[src/rtl/ldsfw_pkg.sv]
// Shared types, codes and a helper function for the LED driver serial frame writer.
`default_nettype none
package ldsfw_pkg;

  // Item kinds on the input channel.
  typedef enum logic [1:0] {
    KIND_CMD   = 2'd0,
    KIND_WRITE = 2'd1,
    KIND_CONT  = 2'd2,
    KIND_NONE  = 2'd3
  } kind_t;

  // Chip select codes.
  localparam logic [1:0] CHIP_NONE = 2'b00;
  localparam logic [1:0] CHIP_ONE  = 2'b01;
  localparam logic [1:0] CHIP_TWO  = 2'b10;
  localparam logic [1:0] CHIP_BOTH = 2'b11;

  // Frame ID codes sent first on the wire.
  localparam logic [2:0] ID_CMD   = 3'b100;
  localparam logic [2:0] ID_WRITE = 3'b101;

  // Longest frame and the strobe counts of each frame kind.
  localparam int unsigned FRAME_BITS = 18;
  localparam int unsigned CNT_W      = $clog2(FRAME_BITS + 1);
  localparam logic [CNT_W-1:0] CNT_CMD   = CNT_W'(12);
  localparam logic [CNT_W-1:0] CNT_WRITE = CNT_W'(18);
  localparam logic [CNT_W-1:0] CNT_CONT  = CNT_W'(8);

  // One prepared frame: bits in wire order starting at the top bit.
  typedef struct packed {
    logic [FRAME_BITS-1:0] bits;
    logic [CNT_W-1:0]      count;
    logic [1:0]            chips;
    logic                  ends;
  } frame_t;

  // Reverse a byte so that LSB-first data can be shifted out from the top.
  function automatic logic [7:0] bit_reverse8(input logic [7:0] val);
    logic [7:0] res;
    for (int i = 0; i < 8; i++) begin
      res[i] = val[7-i];
    end
    return res;
  endfunction

endpackage
`default_nettype wire

[src/rtl/ldsfw_ifs.sv]
// Valid/ready channel interfaces for input items and output strobes.
`default_nettype none
interface ldsfw_in_if
  import ldsfw_pkg::*;
();
  logic       valid;
  logic       ready;
  logic [1:0] kind;
  logic [7:0] address;
  logic [7:0] data_byte;
  logic       end_frame;

  modport source (output valid, kind, address, data_byte, end_frame, input ready);
  modport sink   (input valid, kind, address, data_byte, end_frame, output ready);
endinterface

interface ldsfw_out_if
  import ldsfw_pkg::*;
();
  logic       valid;
  logic       ready;
  logic       bit_value;
  logic [1:0] chip_select;
  logic       frame_end;
  logic       last;

  modport source (output valid, bit_value, chip_select, frame_end, last, input ready);
  modport sink   (input valid, bit_value, chip_select, frame_end, last, output ready);
endinterface
`default_nettype wire

[src/rtl/ldsfw_frame_build.sv]
// Input register, frame state and frame assembly for one input item.
`default_nettype none
module ldsfw_frame_build
  import ldsfw_pkg::*;
(
  input  wire logic   clk,
  input  wire logic   rst_n,
  ldsfw_in_if.sink    in_ch,
  output frame_t      frm,
  output logic        frm_valid,
  input  wire logic   frm_ready
);

  logic       item_valid_r;
  logic [1:0] kind_r;
  logic [7:0] address_r;
  logic [7:0] data_r;
  logic       end_r;
  logic       frame_open_r, frame_open_nxt;
  logic [1:0] frame_chips_r, frame_chips_nxt;
  logic       drop;
  logic       take;
  logic [1:0] write_chips;

  // An item leaves the input register when it is dropped or the serializer loads it.
  assign take         = item_valid_r && (drop || frm_ready);
  assign in_ch.ready  = !item_valid_r || take;
  assign frm_valid    = item_valid_r && !drop;

  // Input register.
  always_ff @(posedge clk) begin
    if (!rst_n) begin
      item_valid_r <= 1'b0;
    end else if (in_ch.ready) begin
      item_valid_r <= in_ch.valid;
    end
    if (in_ch.valid && in_ch.ready) begin
      kind_r    <= in_ch.kind;
      address_r <= in_ch.address;
      data_r    <= in_ch.data_byte;
      end_r     <= in_ch.end_frame;
    end
  end

  assign write_chips = address_r[7] ? CHIP_TWO : CHIP_ONE;

  // Frame assembly and the next frame state.
  always_comb begin
    drop            = 1'b0;
    frm             = '0;
    frame_open_nxt  = frame_open_r;
    frame_chips_nxt = frame_chips_r;
    case (kind_t'(kind_r))
      KIND_CMD: begin
        frm.bits        = {ID_CMD, data_r, 1'b0, 6'b0};
        frm.count       = CNT_CMD;
        frm.chips       = CHIP_BOTH;
        frm.ends        = 1'b1;
        frame_open_nxt  = 1'b0;
        frame_chips_nxt = CHIP_NONE;
      end
      KIND_WRITE: begin
        frm.bits        = {ID_WRITE, address_r[6:0], bit_reverse8(data_r)};
        frm.count       = CNT_WRITE;
        frm.chips       = write_chips;
        frm.ends        = end_r;
        frame_open_nxt  = !end_r;
        frame_chips_nxt = end_r ? CHIP_NONE : write_chips;
      end
      KIND_CONT: begin
        drop      = !frame_open_r;
        frm.bits  = {bit_reverse8(data_r), 10'b0};
        frm.count = CNT_CONT;
        frm.chips = frame_chips_r;
        frm.ends  = end_r;
        if (end_r) begin
          frame_open_nxt  = 1'b0;
          frame_chips_nxt = CHIP_NONE;
        end
      end
      default: begin
        drop = 1'b1;
      end
    endcase
  end

  // Frame state changes only when a frame goes to the serializer.
  always_ff @(posedge clk) begin
    if (!rst_n) begin
      frame_open_r  <= 1'b0;
      frame_chips_r <= CHIP_NONE;
    end else if (take && !drop) begin
      frame_open_r  <= frame_open_nxt;
      frame_chips_r <= frame_chips_nxt;
    end
  end

endmodule
`default_nettype wire

[src/rtl/ldsfw_serializer.sv]
// Shift register that emits one write strobe per output transaction.
`default_nettype none
module ldsfw_serializer
  import ldsfw_pkg::*;
(
  input  wire logic    clk,
  input  wire logic    rst_n,
  input  wire frame_t  frm,
  input  wire logic    frm_valid,
  output logic         frm_ready,
  ldsfw_out_if.source  out_ch
);

  logic [FRAME_BITS-1:0] shift_r;
  logic [CNT_W-1:0]      cnt_r;
  logic [1:0]            chips_r;
  logic                  ends_r;
  logic                  is_last;
  logic                  out_take;

  assign is_last   = (cnt_r == CNT_W'(1));
  assign out_take  = out_ch.valid && out_ch.ready;
  // A new frame loads when idle or as the final strobe is taken.
  assign frm_ready = (cnt_r == '0) || (out_take && is_last);

  assign out_ch.valid       = (cnt_r != '0);
  assign out_ch.bit_value   = shift_r[FRAME_BITS-1];
  assign out_ch.chip_select = chips_r;
  assign out_ch.last        = is_last;
  assign out_ch.frame_end   = is_last && ends_r;

  // Strobe counter.
  always_ff @(posedge clk) begin
    if (!rst_n) begin
      cnt_r <= '0;
    end else if (frm_ready && frm_valid) begin
      cnt_r <= frm.count;
    end else if (out_take) begin
      cnt_r <= cnt_r - CNT_W'(1);
    end
  end

  // Payload shift register.
  always_ff @(posedge clk) begin
    if (frm_ready && frm_valid) begin
      shift_r <= frm.bits;
      chips_r <= frm.chips;
      ends_r  <= frm.ends;
    end else if (out_take) begin
      shift_r <= {shift_r[FRAME_BITS-2:0], 1'b0};
    end
  end

endmodule
`default_nettype wire

[src/rtl/led_driver_serial_frame_writer.sv]
// Top level of the LED driver serial frame writer: input stage plus strobe serializer.
// Each input item turns into a frame of write strobes, one output transaction per
// cycle while the output is ready: a command gives 12 strobes, a write start 18 and
// a continuation 8, shifted out by the one-bit-per-cycle shift register in the
// serializer, which holds while the output is not ready. The next item is taken into
// the input register while the current frame is still shifting out and loads as its
// last strobe is taken. A continuation with no open frame and the unused kind code
// produce no strobes and leave the input register without waiting for the serializer.
`default_nettype none
module led_driver_serial_frame_writer
  import ldsfw_pkg::*;
(
  input  wire logic   clk,
  input  wire logic   rst_n,
  ldsfw_in_if.sink    in_ch,
  ldsfw_out_if.source out_ch
);

  frame_t frm;
  logic   frm_valid;
  logic   frm_ready;

  ldsfw_frame_build u_build (
    .clk       (clk),
    .rst_n     (rst_n),
    .in_ch     (in_ch),
    .frm       (frm),
    .frm_valid (frm_valid),
    .frm_ready (frm_ready)
  );

  ldsfw_serializer u_ser (
    .clk       (clk),
    .rst_n     (rst_n),
    .frm       (frm),
    .frm_valid (frm_valid),
    .frm_ready (frm_ready),
    .out_ch    (out_ch)
  );

`ifndef SYNTHESIS
  // Every strobe drives at least one chip select.
  a_cs_driven: assert property (@(posedge clk) disable iff (!rst_n)
    out_ch.valid |-> (out_ch.chip_select != CHIP_NONE))
    else $error("strobe without chip select");

  // A frame can only be released on the last strobe of an item.
  a_end_on_last: assert property (@(posedge clk) disable iff (!rst_n)
    (out_ch.valid && out_ch.frame_end) |-> out_ch.last)
    else $error("frame released before last strobe");

  // Broadcast command frames always release the selects.
  a_cmd_ends: assert property (@(posedge clk) disable iff (!rst_n)
    (out_ch.valid && out_ch.last && (out_ch.chip_select == CHIP_BOTH))
      |-> out_ch.frame_end)
    else $error("command frame left open");

  // Only frames that carry strobes are handed to the serializer.
  a_frame_count: assert property (@(posedge clk) disable iff (!rst_n)
    frm_valid |-> (frm.count != '0))
    else $error("empty frame handed to serializer");
`endif

endmodule
`default_nettype wire
[src/flat_wrapper.sv]
// flat-port wrapper written by rule: the top's interface ports become plain ports
module led_driver_serial_frame_writer_flat import ldsfw_pkg::*;
  (clk, rst_n, in_ch_valid, in_ch_kind, in_ch_address, in_ch_data_byte, in_ch_end_frame, in_ch_ready, out_ch_valid, out_ch_bit_value, out_ch_chip_select, out_ch_frame_end, out_ch_last, out_ch_ready);
  ldsfw_in_if in_ch_i ();
  ldsfw_out_if out_ch_i ();
  input  wire logic clk;
  input  wire logic rst_n;
  input wire logic [$bits(in_ch_i.valid)-1:0] in_ch_valid;
  input wire logic [$bits(in_ch_i.kind)-1:0] in_ch_kind;
  input wire logic [$bits(in_ch_i.address)-1:0] in_ch_address;
  input wire logic [$bits(in_ch_i.data_byte)-1:0] in_ch_data_byte;
  input wire logic [$bits(in_ch_i.end_frame)-1:0] in_ch_end_frame;
  output wire logic [$bits(in_ch_i.ready)-1:0] in_ch_ready;
  output wire logic [$bits(out_ch_i.valid)-1:0] out_ch_valid;
  output wire logic [$bits(out_ch_i.bit_value)-1:0] out_ch_bit_value;
  output wire logic [$bits(out_ch_i.chip_select)-1:0] out_ch_chip_select;
  output wire logic [$bits(out_ch_i.frame_end)-1:0] out_ch_frame_end;
  output wire logic [$bits(out_ch_i.last)-1:0] out_ch_last;
  input wire logic [$bits(out_ch_i.ready)-1:0] out_ch_ready;
  assign in_ch_i.valid = in_ch_valid;
  assign in_ch_i.kind = in_ch_kind;
  assign in_ch_i.address = in_ch_address;
  assign in_ch_i.data_byte = in_ch_data_byte;
  assign in_ch_i.end_frame = in_ch_end_frame;
  assign in_ch_ready = in_ch_i.ready;
  assign out_ch_valid = out_ch_i.valid;
  assign out_ch_bit_value = out_ch_i.bit_value;
  assign out_ch_chip_select = out_ch_i.chip_select;
  assign out_ch_frame_end = out_ch_i.frame_end;
  assign out_ch_last = out_ch_i.last;
  assign out_ch_i.ready = out_ch_ready;
  led_driver_serial_frame_writer u_core (.clk(clk), .rst_n(rst_n), .in_ch(in_ch_i), .out_ch(out_ch_i));
endmodule
[config.mk]
export PLATFORM = sky130hd
export DESIGN_NAME = led_driver_serial_frame_writer_flat
export DESIGN_NICKNAME = d
export VERILOG_FILES = /design/src/rtl/ldsfw_pkg.sv /design/src/rtl/ldsfw_ifs.sv /design/src/rtl/ldsfw_frame_build.sv /design/src/rtl/ldsfw_serializer.sv /design/src/rtl/led_driver_serial_frame_writer.sv /design/src/flat_wrapper.sv
export SDC_FILE = /design/constraint.sdc
export NUM_CORES = 1
export LEC_CHECK = 0
export BUFFER_PORTS_ARGS = -buffer_cell sky130_fd_sc_hd__clkbuf_2
export CAP_MARGIN = 40
export CORE_UTILIZATION = 40
export DETAILED_ROUTE_END_ITERATION = 6
export GPL_TIMING_DRIVEN = 0
export SYNTH_ARGS = -nofsm -noshare
export SYNTH_HDL_FRONTEND = slang
export SYNTH_SLANG_ARGS = --single-unit
[constraint.sdc]
create_clock -name clk -period 2.05 [get_ports clk]
set_input_delay 0.41 -clock clk [delete_from_list [all_inputs] [get_ports clk]]
set_output_delay 0.41 -clock clk [all_outputs]
set_load 0.02 [all_outputs]
Yosys cells after proc, flatten, opt, wreduce, memory -nomap -nowiden
Index checks and enable logic that the tools add are counted.
{"block": "word_totals", "reg_bits": 49, "latch_bits": 0, "mem_bits_rw": 0, "rom_bits": 0, "out_inout_bits": 7, "wordCells": 50, "memories": 0}
{"block": "op_classes", "n_addsub": 1, "n_mul": 0, "n_div": 0, "order_cmp": 0, "n_eq_ne": 4, "n_shift": 0, "mux": 12, "bitwise": 0, "n_reduce_logical": 22}
{"operator": "$pmux W26 S3", "count": 1}
{"operator": "$mux W18", "count": 2}
{"operator": "$mux W5", "count": 2}
{"operator": "$logic_and A1 B1 Y1", "count": 8}
{"operator": "$mux W2", "count": 3}
{"operator": "$pmux W2 S3", "count": 1}
{"operator": "$eq A5 B1 Y1 const B", "count": 1}
{"operator": "$logic_not A5 Y1", "count": 1}
{"operator": "$reduce_bool A5 Y1", "count": 1}
{"operator": "$sub A5 B1 Y5 const B", "count": 1}
{"operator": "$logic_not A1 Y1", "count": 4}
{"operator": "$logic_or A1 B1 Y1", "count": 3}
{"operator": "$pmux W1 S3", "count": 1}
{"operator": "$reduce_and A3 Y1", "count": 1}
{"operator": "$reduce_bool A3 Y1", "count": 1}
{"operator": "$eq A2 B1 Y1 const B", "count": 1}
{"operator": "$eq A2 B2 Y1 const B", "count": 1}
{"operator": "$logic_not A2 Y1", "count": 1}
{"operator": "$ne A2 B2 Y1 const B", "count": 1}
{"operator": "$pmux W1 S2", "count": 1}
{"operator": "$reduce_bool A2 Y1", "count": 1}
{"operator": "$reduce_or A2 Y1", "count": 1}
{"operator": "$mux W1", "count": 1}

Longest topological paths before layout
Gate-level depths: netlist (run 1).
{"block": "depth", "word_depth": 8, "mapped_depth": 8}

Hierarchy
From an unflattened synthesis (run 1), not the netlist that was laid out.
{"block": "unflattened", "hier_cells": 216, "area_unflattened_um2": 2334.7}
{"mod": "ldsfw_serializer", "n_inst": 1, "cells_per_inst": 123, "area_each_um2": 1234.9, "seq_area_each_um2": 730.7}
{"mod": "ldsfw_frame_build", "n_inst": 1, "cells_per_inst": 93, "area_each_um2": 1099.8, "seq_area_each_um2": 650.6}

Least setup slack after synthesis (run 1)
Ideal clock, no wire load.
{"block": "synth_path", "kind": "reg2reg", "from": "reg u_core.u_ser.cnt_r[2]", "to": "reg u_core.u_build.address_r[0] (enable)", "arrival_time_ps": 1909, "required_ps": 1673, "path_slack_ps": -236, "stages_incl_launch_ff": 4, "path_buffers": 0, "cell_sequence": "dfxtp_1 > or3_1 > o21ai_0 > and2_1"}
{"block": "synth_via", "elab_chain_cells": 8, "elab_cells_between_ends": 10, "classes_between": "1 x eq/ne; 9 x reduce/logical"}
{"item": "start: declaration", "line_no": "ldsfw_serializer.sv:15", "rtl": "logic [CNT_W-1:0] cnt_r;"}
{"item": "start signal: assignment", "line_no": "ldsfw_serializer.sv:37", "rtl": "cnt_r <= frm.count;"}
{"item": "start signal: assignment", "line_no": "ldsfw_serializer.sv:39", "rtl": "cnt_r <= cnt_r - CNT_W'(1);"}
{"item": "$reduce_bool A5 Y1", "line_no": "ldsfw_serializer.sv:26", "rtl": "assign out_ch.valid = (cnt_r != '0);"}
{"item": "$logic_and A1 B1 Y1", "line_no": "ldsfw_serializer.sv:22", "rtl": "assign out_take = out_ch.valid && out_ch.ready;"}
{"item": "$logic_and A1 B1 Y1", "line_no": "ldsfw_serializer.sv:24", "rtl": "assign frm_ready = (cnt_r == '0) || (out_take && is_last);"}
{"item": "$logic_or A1 B1 Y1 (*)", "line_no": "ldsfw_serializer.sv:24"}
{"item": "$logic_or A1 B1 Y1 (*)", "line_no": "ldsfw_frame_build.sv:26", "rtl": "assign take = item_valid_r && (drop || frm_ready);"}
{"item": "$logic_and A1 B1 Y1 (*)", "line_no": "ldsfw_frame_build.sv:26"}
{"item": "$logic_or A1 B1 Y1 (*)", "line_no": "ldsfw_frame_build.sv:27", "rtl": "assign in_ch.ready = !item_valid_r || take;"}
{"item": "via in_ch_ready", "line_no": "flat_wrapper.sv:13", "rtl": "output wire logic [$bits(in_ch_i.ready)-1:0] in_ch_ready;"}
{"item": "$logic_and A1 B1 Y1 (*)", "line_no": "ldsfw_frame_build.sv:37", "rtl": "if (in_ch.valid && in_ch.ready) begin"}
{"item": "end signal: assignment", "line_no": "ldsfw_frame_build.sv:39", "rtl": "address_r <= in_ch.address;"}
{"item": "end: declaration", "line_no": "ldsfw_frame_build.sv:16", "rtl": "logic [7:0] address_r;"}
The timed path passes the listed nets; every way through them passes the cells marked *.
A chain may end at the register's enable or synchronous reset.

Worst setup path after layout (run 1)
{"block": "layout_path", "from": "reg u_core.u_ser.cnt_r[0]", "to": "out out_ch_valid"}
{"block": "layout_via", "elab_chain_cells": 1}
{"item": "$reduce_bool A5 Y1", "line_no": "ldsfw_serializer.sv:26"}
{"item": "end: declaration", "line_no": "flat_wrapper.sv:14", "rtl": "output wire logic [$bits(out_ch_i.valid)-1:0] out_ch_valid;"}
No other way between the ends.

==> results.py, run 1 <==
metrics = {
    "placement": {
        "numPortBuffers": 29,
        "dp_hpwl_um": 2740,
        "routabilityCongestion": 0.750,
        "detailed_place.area_um2": 2360,
    },
    "critical_path": {
        "crit_path_end_kind": "output port",
        "critical_path.top_delay_family": "simple AND/OR/NAND/NOR gates",
        "cp-startpoint": "u_core.u_ser.cnt_r[0]$_SDFFE_PN0P_",
        "worst-endpoint-required_ns": 1.64,
        "critical_path_top_delay_cell": "sky130_fd_sc_hd__or4b_4",
        "crit_start_category": "flip-flop",
        "timing.critical_path.cells": "inv_2 > ha_4 > or4b_4 > clkbuf_8",
        "worst_r2r_startpoint": "u_core.u_ser.cnt_r[4]$_SDFFE_PN0P_",
        "worst-path-max-fanout": 4,
        "worst-setup-path-type": "flip-flop to output port",
        "worst-endpoint-arrival_ns": 1.58,
        "crit_path_max_incr_delay_ns": 0.50,
        "cp.buffers_inverters": 2,
    },
    "global_route": {
        "grt_max_degree": 20,
        "grt-ovfl-total": 0,
        "first_global_vias": 1412,
        "grt_first_pass_wirelength_um": 6690,
        "antenna_found_initial": 0,
        "track_usage_pct": 16.8,
    },
    "power_and_ir_drop": {
        "leakage_nw": 0.981,
        "seq_power_share_pct": 50.6,
        "power-per-cell-area_nw_per_um2": 1240,
        "net-switching-power_w": 0.00100,
        "clockPowerShare_pct": 16.9,
        "logic_pwr_share_pct": 32.5,
        "p_int_w": 0.00214,
        "irDropWorstVdd_uv": 536,
        "switching_share_pct": 32.0,
    },
    "synth": {
        "yosysWarnings": 0,
        "synth_area_per_cell_um2": 11.9,
        "mappedNetlistNets": 204,
        "synth.top_cell.area_share_pct": 56.6,
        "asyncSetResetFlopFracSynth_pct": 0,
        "seq_cells_post_synth": 49,
        "synth_edf_count": 40,
        "post_synthesis_sequential_area_ratio_pct": 65.1,
        "largest_cells_by_area_after_synthesis": "sky130_fd_sc_hd__edfxtp_1 (57%), sky130_fd_sc_hd__dfxtp_1 (8.5%), sky130_fd_sc_hd__nand2_1 (5.7%)",
        "synth_flop_cell": "sky130_fd_sc_hd__edfxtp_1",
        "cell_taking_the_most_area_after_synthesis": "sky130_fd_sc_hd__edfxtp_1",
        "netlist_instances": 178,
        "post_syn_area_um2": 2120,
        "synth.lib_cells_used.distinct": 40,
    },
    "timing": {
        "hold_ws_ns": 0.280,
        "clock_skew_ns": 0.00621,
        "hold_violations": 0,
        "fmax_ghz": 0.502,
        "layout_min_cycle_time_ns": 1.99,
        "final-setup-viol-count": 0,
        "final.period_utilization_pct": 97.1,
        "maxSlewHeadroom_pct": 51.4,
        "tightest_slew_ns": 0.726,
        "grt_setup_unrepaired": "no",
        "slew_viol_final": 0,
    },
    "finish": {
        "synth_to_final_area_change_pct": 19.6,
        "fillers": 478,
        "diodes": 0,
        "final_area_um2": 2540,
        "proportion_of_layout_cells_with_a_drive_suffix_above_1_pct": 26.6,
        "final_nets": 244,
    },
    "routing": {
        "remaining_drc_errors": 0,
        "wl_met1_um": 1970,
        "detail_route.first_pass.iterations": 4,
        "detailroute.wirelength.met3_um": 182,
        "drt-wirelength-per-cell_um": 13.9,
        "detail_route.vias_per_cell": 4.97,
        "routed_wl_um": 4020,
        "vias": 1430,
        "detail-route-antenna-nets": 0,
        "dr_wl_met2_um": 1820,
        "drt_first_iter_violations": 130,
        "top_signal_layer_used": "met4",
    },
    "clock_network": {
        "cts_tree": "yes",
        "holdBufCountCts": 0,
        "tritoncts.num_buffers": 5,
        "clk_lat_worst_skew_ns": 0.30,
        "cts-htree-levels": 2,
        "root_buf_cell": "sky130_fd_sc_hd__clkbuf_8",
        "clock_path_buffers": 2,
        "cts.clk_slew.worst_paths_ns": 0.09,
        "cts_num_sinks": 49,
    },
    "min_path": {
        "hold_path_class": "input port to flip-flop",
        "holdCritStartpoint": "in_ch_data_byte[0]",
    },
    "floorplanning": {
        "fp.coreArea_um2": 5110,
        "die_boundary_width_um": 74.8,
        "rows": 26,
        "top_level_ports": 30,
        "die_area_um2": 5600,
        "floorplan.initialDensity_pct": 41.5,
        "die-height_um": 74.8,
    },
    "run": {
        "maxCapViolations": 0,
    },
    "outcome": {
        "status": "finished, final reports clean",
    },
}
kinds of logic (layout without fill, tap and decap cells):
family / after synthesis / count (layout) / share of synthesized area, %
xor gates and xnor gates: 2 / 2 / 0.826
DFF: 49 / 49 / 65.1
buffers and inverters: 16 / 55 / 3.54
and+or+nand+nor: 59 / 60 / 13.1
AOI/OAI and AO/OA: 41 / 41 / 11.9
muxes: 7 / 7 / 3.36
adders and majority gates: 4 / 4 / 2.24
per-stage QoR:
stage / power (W) / utilization (%) / std cells / TNS, ns / setup slack [ns]
after floorplan: 0.00222 / - / 178 / 0 / 0.0202
after global placement: 0.00246 / 46.2 / 277 / -4.17 / -0.232
after detailed placement: 0.00248 / 46.2 / 277 / -4.41 / -0.245
after CTS: 0.00308 / 48.3 / 284 / 0 / 0.0173
after global routing: 0.00338 / 49.7 / 288 / 0 / 0.00652
final: 0.00314 / 49.7 / 288 / 0 / 0.0596
path summary, 6_finish.rpt:
kind / to / cells after the start / slack (ns)
hold / removal: u_core.u_build.data_r[0]$_DFFE_PP_ / 1 / 0.28
setup reg to reg: u_core.u_ser.shift_r[10]$_DFFE_PP_ / 5 / 0.08
hold reg to reg: u_core.u_build.frame_open_r$_SDFFE_PN0P_ / 2 / 0.47
setup / recovery: out_ch_valid / 4 / 0.06
cell type report:
| class | instances | area, um2 | area share, % |
|---|---|---|---|
| plain buffers | 8 | 47.5 | 1.87 |
| clock buffers | 5 | 68.8 | 2.71 |
| clock inverters | 2 | 11.3 | 0.444 |
| inverters | 8 | 33.8 | 1.33 |
| multi-input cells | 114 | 731 | 28.8 |
| flip-flops and latches | 49 | 1380 | 54.5 |
| well taps | 70 | 87.6 | 3.45 |
| repair buffers | 32 | 176 | 6.95 |
what timing repair did:
item / 4_1_cts / 5_1_grt
endpoints found under the setup margin: 20 / 34
resized for setup: 6 / 13
setup buffers: 0 / 3
pin swaps: 1 / 1
cloned: 0 / 1
per-layer routing:
layer | global-route usage (%) | vias up
li1 | - | 724
met2 | 26.1 | 42
met1 | 22.1 | 657
met4 | 7.34 | 0
met5 | 0 | -
met3 | 4.55 | 7
cell usage in the layout, fill, tap and decap left out, drive strengths merged, types with 3 or more instances in the layout:
cell type,Yosys,routed
a21oi,7,7
o21ai,16,16
o21a,3,3
nor2,9,9
o31ai,4,4
dfxtp,9,9
nand2,32,33
nand3,3,3
inv,6,6
clkbuf,4,37
edfxtp,40,40
nor3,3,3
ha,3,3
mux2i,6,6
and3,3,3
a31oi,3,3
buf,4,8
synth_stat cells (all sizes together), types with 4 or more instances:
cell type	n
o31ai	4
buf	4
o21ai	16
inv	6
edfxtp	40
nand2	32
nor2	9
mux2i	6
dfxtp	9
a21oi	7
clkbuf	4
flip-flops by register name, summed over array words and instances, names as in the netlist:
signal	cells
u_core.u_build.end_r	1
u_core.u_ser.out_ch.chip_select	2
u_core.u_build.data_r	8
u_core.u_build.kind_r	2
u_core.u_ser.ends_r	1
u_core.u_ser.cnt_r	5
u_core.u_build.address_r	8
u_core.u_ser.shift_r	18
u_core.u_build.frame_open_r	1
u_core.u_build.frame_chips_r	2
u_core.u_build.item_valid_r	1
power groups by stage:
stage	Combinational [W]	Clock [W]	Sequential [W]
floorplan	0.000620	0	0.00160
global placement	0.000851	0	0.00161
detailed placement	0.000864	0	0.00161
CTS	0.000939	0.000550	0.00159
global route	0.00116	0.000598	0.00163
finish	0.00102	0.000530	0.00159
Note: power is estimated with default switching activity, not from simulation.
==> run 2: changes to the inputs <==
- PLACE_DENSITY: default -> 0.68
==> run 2 against run 1 <==
Net effect:
- sequential power about the same
- via count down 0.98%
- maximum frequency down 0.73%
- clock power up 1%
- total power up 0.19%
- sequential cell count unchanged
- non-clock buffer count up 1
- critical path depth up 1
- count of clock-buffer cells in the layout up 1
- die area unchanged
- final cell count up 0.69%
- largest cell class unchanged
==> results.py, run 2 (synthesized netlist as in run 1, its figures left out) <==
metrics = {
    "critical_path": {
        "worst-path-max-fanout": 11,
        "rr_endpoint": "u_core.u_ser.shift_r[0]$_SDFFCE_PN0P_",
        "crit_start_category": "flip-flop",
        "crit_path_end_kind": "flip-flop",
        "timing.critical_path.cells": "or3_4 > a2111o_1 > buf_6 > buf_6 > nand2_8",
        "worst-endpoint-required_ns": 2.06,
        "worst-setup-path-type": "flip-flop to flip-flop",
        "crit_top_cell": "sky130_fd_sc_hd__buf_6",
        "path_depth": 5,
        "cp-startpoint": "u_core.u_ser.cnt_r[4]$_SDFFE_PN0P_",
        "cp.buffers_inverters": 2,
        "reg2reg_setup_slack_ns": 0.05,
        "worstRegToRegCells": 5,
        "critical_path.top_delay_family": "compound AO/OA/AOI/OAI gates",
        "worst_r2r_startpoint": "u_core.u_ser.cnt_r[4]$_SDFFE_PN0P_",
        "worst-endpoint-arrival_ns": 2.01,
        "crit_path_max_incr_delay_ns": 0.52,
        "critical_path_top_delay_cell": "sky130_fd_sc_hd__a2111o_1",
        "worstSetupEndpoint": "u_core.u_ser.shift_r[0]$_SDFFCE_PN0P_",
    },
    "clock_network": {
        "cts-htree-levels": 2,
        "tritoncts.num_buffers": 5,
        "clk_lat_worst_skew_ns": 0.30,
        "root_buf_cell": "sky130_fd_sc_hd__clkbuf_8",
        "clock_path_buffers": 2,
        "cts_tree": "yes",
        "cts.clk_slew.worst_paths_ns": 0.09,
        "cts_num_sinks": 49,
    },
    "routing": {
        "detail_route.first_pass.iterations": 4,
        "drt-wirelength-per-cell_um": 13.6,
        "vias": 1416,
        "detail_route.vias_per_cell": 4.88,
        "detail-route-antenna-nets": 0,
        "routed_wl_um": 3940,
        "remaining_drc_errors": 0,
        "drt_first_iter_violations": 68,
    },
    "timing": {
        "worst_slack_ns": 0.0450,
        "hold_ws_ns": 0.277,
        "slew_viol_final": 0,
        "maxSlewHeadroom_pct": 57.3,
        "clock_skew_ns": 0.0126,
        "hold_violations": 0,
        "final.period_utilization_pct": 97.8,
        "tightest_slew_ns": 0.638,
        "fmax_ghz": 0.499,
        "final-setup-viol-count": 0,
        "layout_min_cycle_time_ns": 2.00,
    },
    "min_path": {
        "hold_path_class": "input port to flip-flop",
        "min_path_cells": 1,
    },
    "global_route": {
        "grt-ovfl-total": 0,
        "grt_first_pass_wirelength_um": 6370,
        "track_usage_pct": 16.0,
        "antenna_found_initial": 0,
        "grt_max_degree": 20,
        "first_global_vias": 1361,
    },
    "power_and_ir_drop": {
        "seq_power_share_pct": 50.8,
        "irDropWorstVdd_uv": 564,
        "logic_pwr_share_pct": 32.2,
        "clockPowerShare_pct": 17.0,
        "net-switching-power_w": 0.00100,
        "switching_share_pct": 31.8,
        "leakage_nw": 0.998,
        "power-per-cell-area_nw_per_um2": 1240,
        "p_int_w": 0.00215,
    },
    "finish": {
        "diodes": 0,
        "final_nets": 245,
        "mostFrequentLayoutCell": "sky130_fd_sc_hd__edfxtp_1",
        "layout_common_cells": "sky130_fd_sc_hd__edfxtp_1 (40), sky130_fd_sc_hd__nand2_1 (30), sky130_fd_sc_hd__clkbuf_2 (30)",
        "multi_input_gate_area_in_the_final_layout_um2": 717,
        "largest_register_ffs": 18,
        "max_flop_register": "u_core.u_ser.shift_r",
        "fillers": 467,
        "final_cell_count_no_fill": 290,
        "layout_top_registers": "u_core.u_ser.shift_r: 18 flops, u_core.u_build.address_r: 8 flops, u_core.u_build.data_r: 8 flops",
        "area.sequential_um2": 1390,
        "proportion_of_layout_cells_with_a_drive_suffix_above_1_pct": 27.7,
        "synth_to_final_area_change_pct": 20.0,
    },
    "floorplanning": {
        "die_area_um2": 5600,
        "fp.coreArea_um2": 5110,
        "top_level_ports": 30,
        "die_boundary_width_um": 74.8,
        "rows": 26,
        "floorplan.initialDensity_pct": 41.5,
        "die-height_um": 74.8,
    },
    "placement": {
        "numPortBuffers": 29,
        "placedCellCount": 277,
        "dp_hpwl_um": 2610,
        "routabilityCongestion": 0.792,
        "detailedPlace.worstSlack_ns": -0.255,
    },
    "run": {
        "maxCapViolations": 0,
    },
    "outcome": {
        "status": "finished, final reports clean",
    },
}
## run 2: power by group through the flow
stage | Clock [W] | Combinational (W) | Sequential, W
2_1_floorplan | 0 | 0.000620 | 0.00160
3_3_place_gp | 0 | 0.000840 | 0.00161
3_5_place_dp | 0 | 0.000852 | 0.00162
4_1_cts | 0.000558 | 0.000903 | 0.00160
5_1_grt | 0.000598 | 0.00115 | 0.00163
6_report | 0.000537 | 0.00101 | 0.00160
## run 2: per-stage QoR
step / total power, W / TNS (ns) / instance area [um2] / util [%]
final: 0.00315 / 0 / 2550 / 49.9
after global routing: 0.00338 / -0.0550 / 2550 / 49.9
after CTS: 0.00306 / 0 / 2460 / 48.2
after detailed placement: 0.00247 / -4.59 / 2360 / 46.2
after global placement: 0.00245 / -4.19 / 2360 / 46.2
after floorplan: 0.00222 / 0 / 2130 / -
## run 2: per-layer routing
layer	global-route usage, %	routed length (um)	part of all wire (%)	up-vias
met5	0	0	0	-
met4	6.92	66	1.7	0
met3	4.15	169	4.3	7
met2	25.8	1890	48	39
met1	20.4	1810	46	636
li1	-	-	-	734
## run 2: cell type report
class	count	area share, %
sequential	49	54.5
multi-input combinational	114	28.2
timing repair buffer	33	7.47
tap	70	3.44
clock buffer	6	2.85
buffer	8	1.87
inverter	8	1.33
clock inverter	2	0.393
## run 2: worst min path at each step
stage / startpoint / end
2_1_floorplan: u_core.u_build.frame_open_r$_SDFFE_PN0P_ / u_core.u_build.frame_open_r$_SDFFE_PN0P_
3_3_place_gp: u_core.u_build.frame_open_r$_SDFFE_PN0P_ / u_core.u_build.frame_open_r$_SDFFE_PN0P_
3_5_place_dp: u_core.u_build.frame_open_r$_SDFFE_PN0P_ / u_core.u_build.frame_open_r$_SDFFE_PN0P_
4_1_cts: in_ch_address[1] / u_core.u_build.address_r[1]$_DFFE_PP_
5_1_grt: in_ch_address[0] / u_core.u_build.address_r[0]$_DFFE_PP_
6_report: in_ch_address[0] / u_core.u_build.address_r[0]$_DFFE_PP_
## run 2: what timing repair did
action / CTS / global route
setup endpoints to repair: 20 / 39
pin swaps: 1 / 1
buffers inserted: 0 / 4
hold buffers: 0 / 0
gates resized for setup: 5 / 15
cloned: 0 / 1
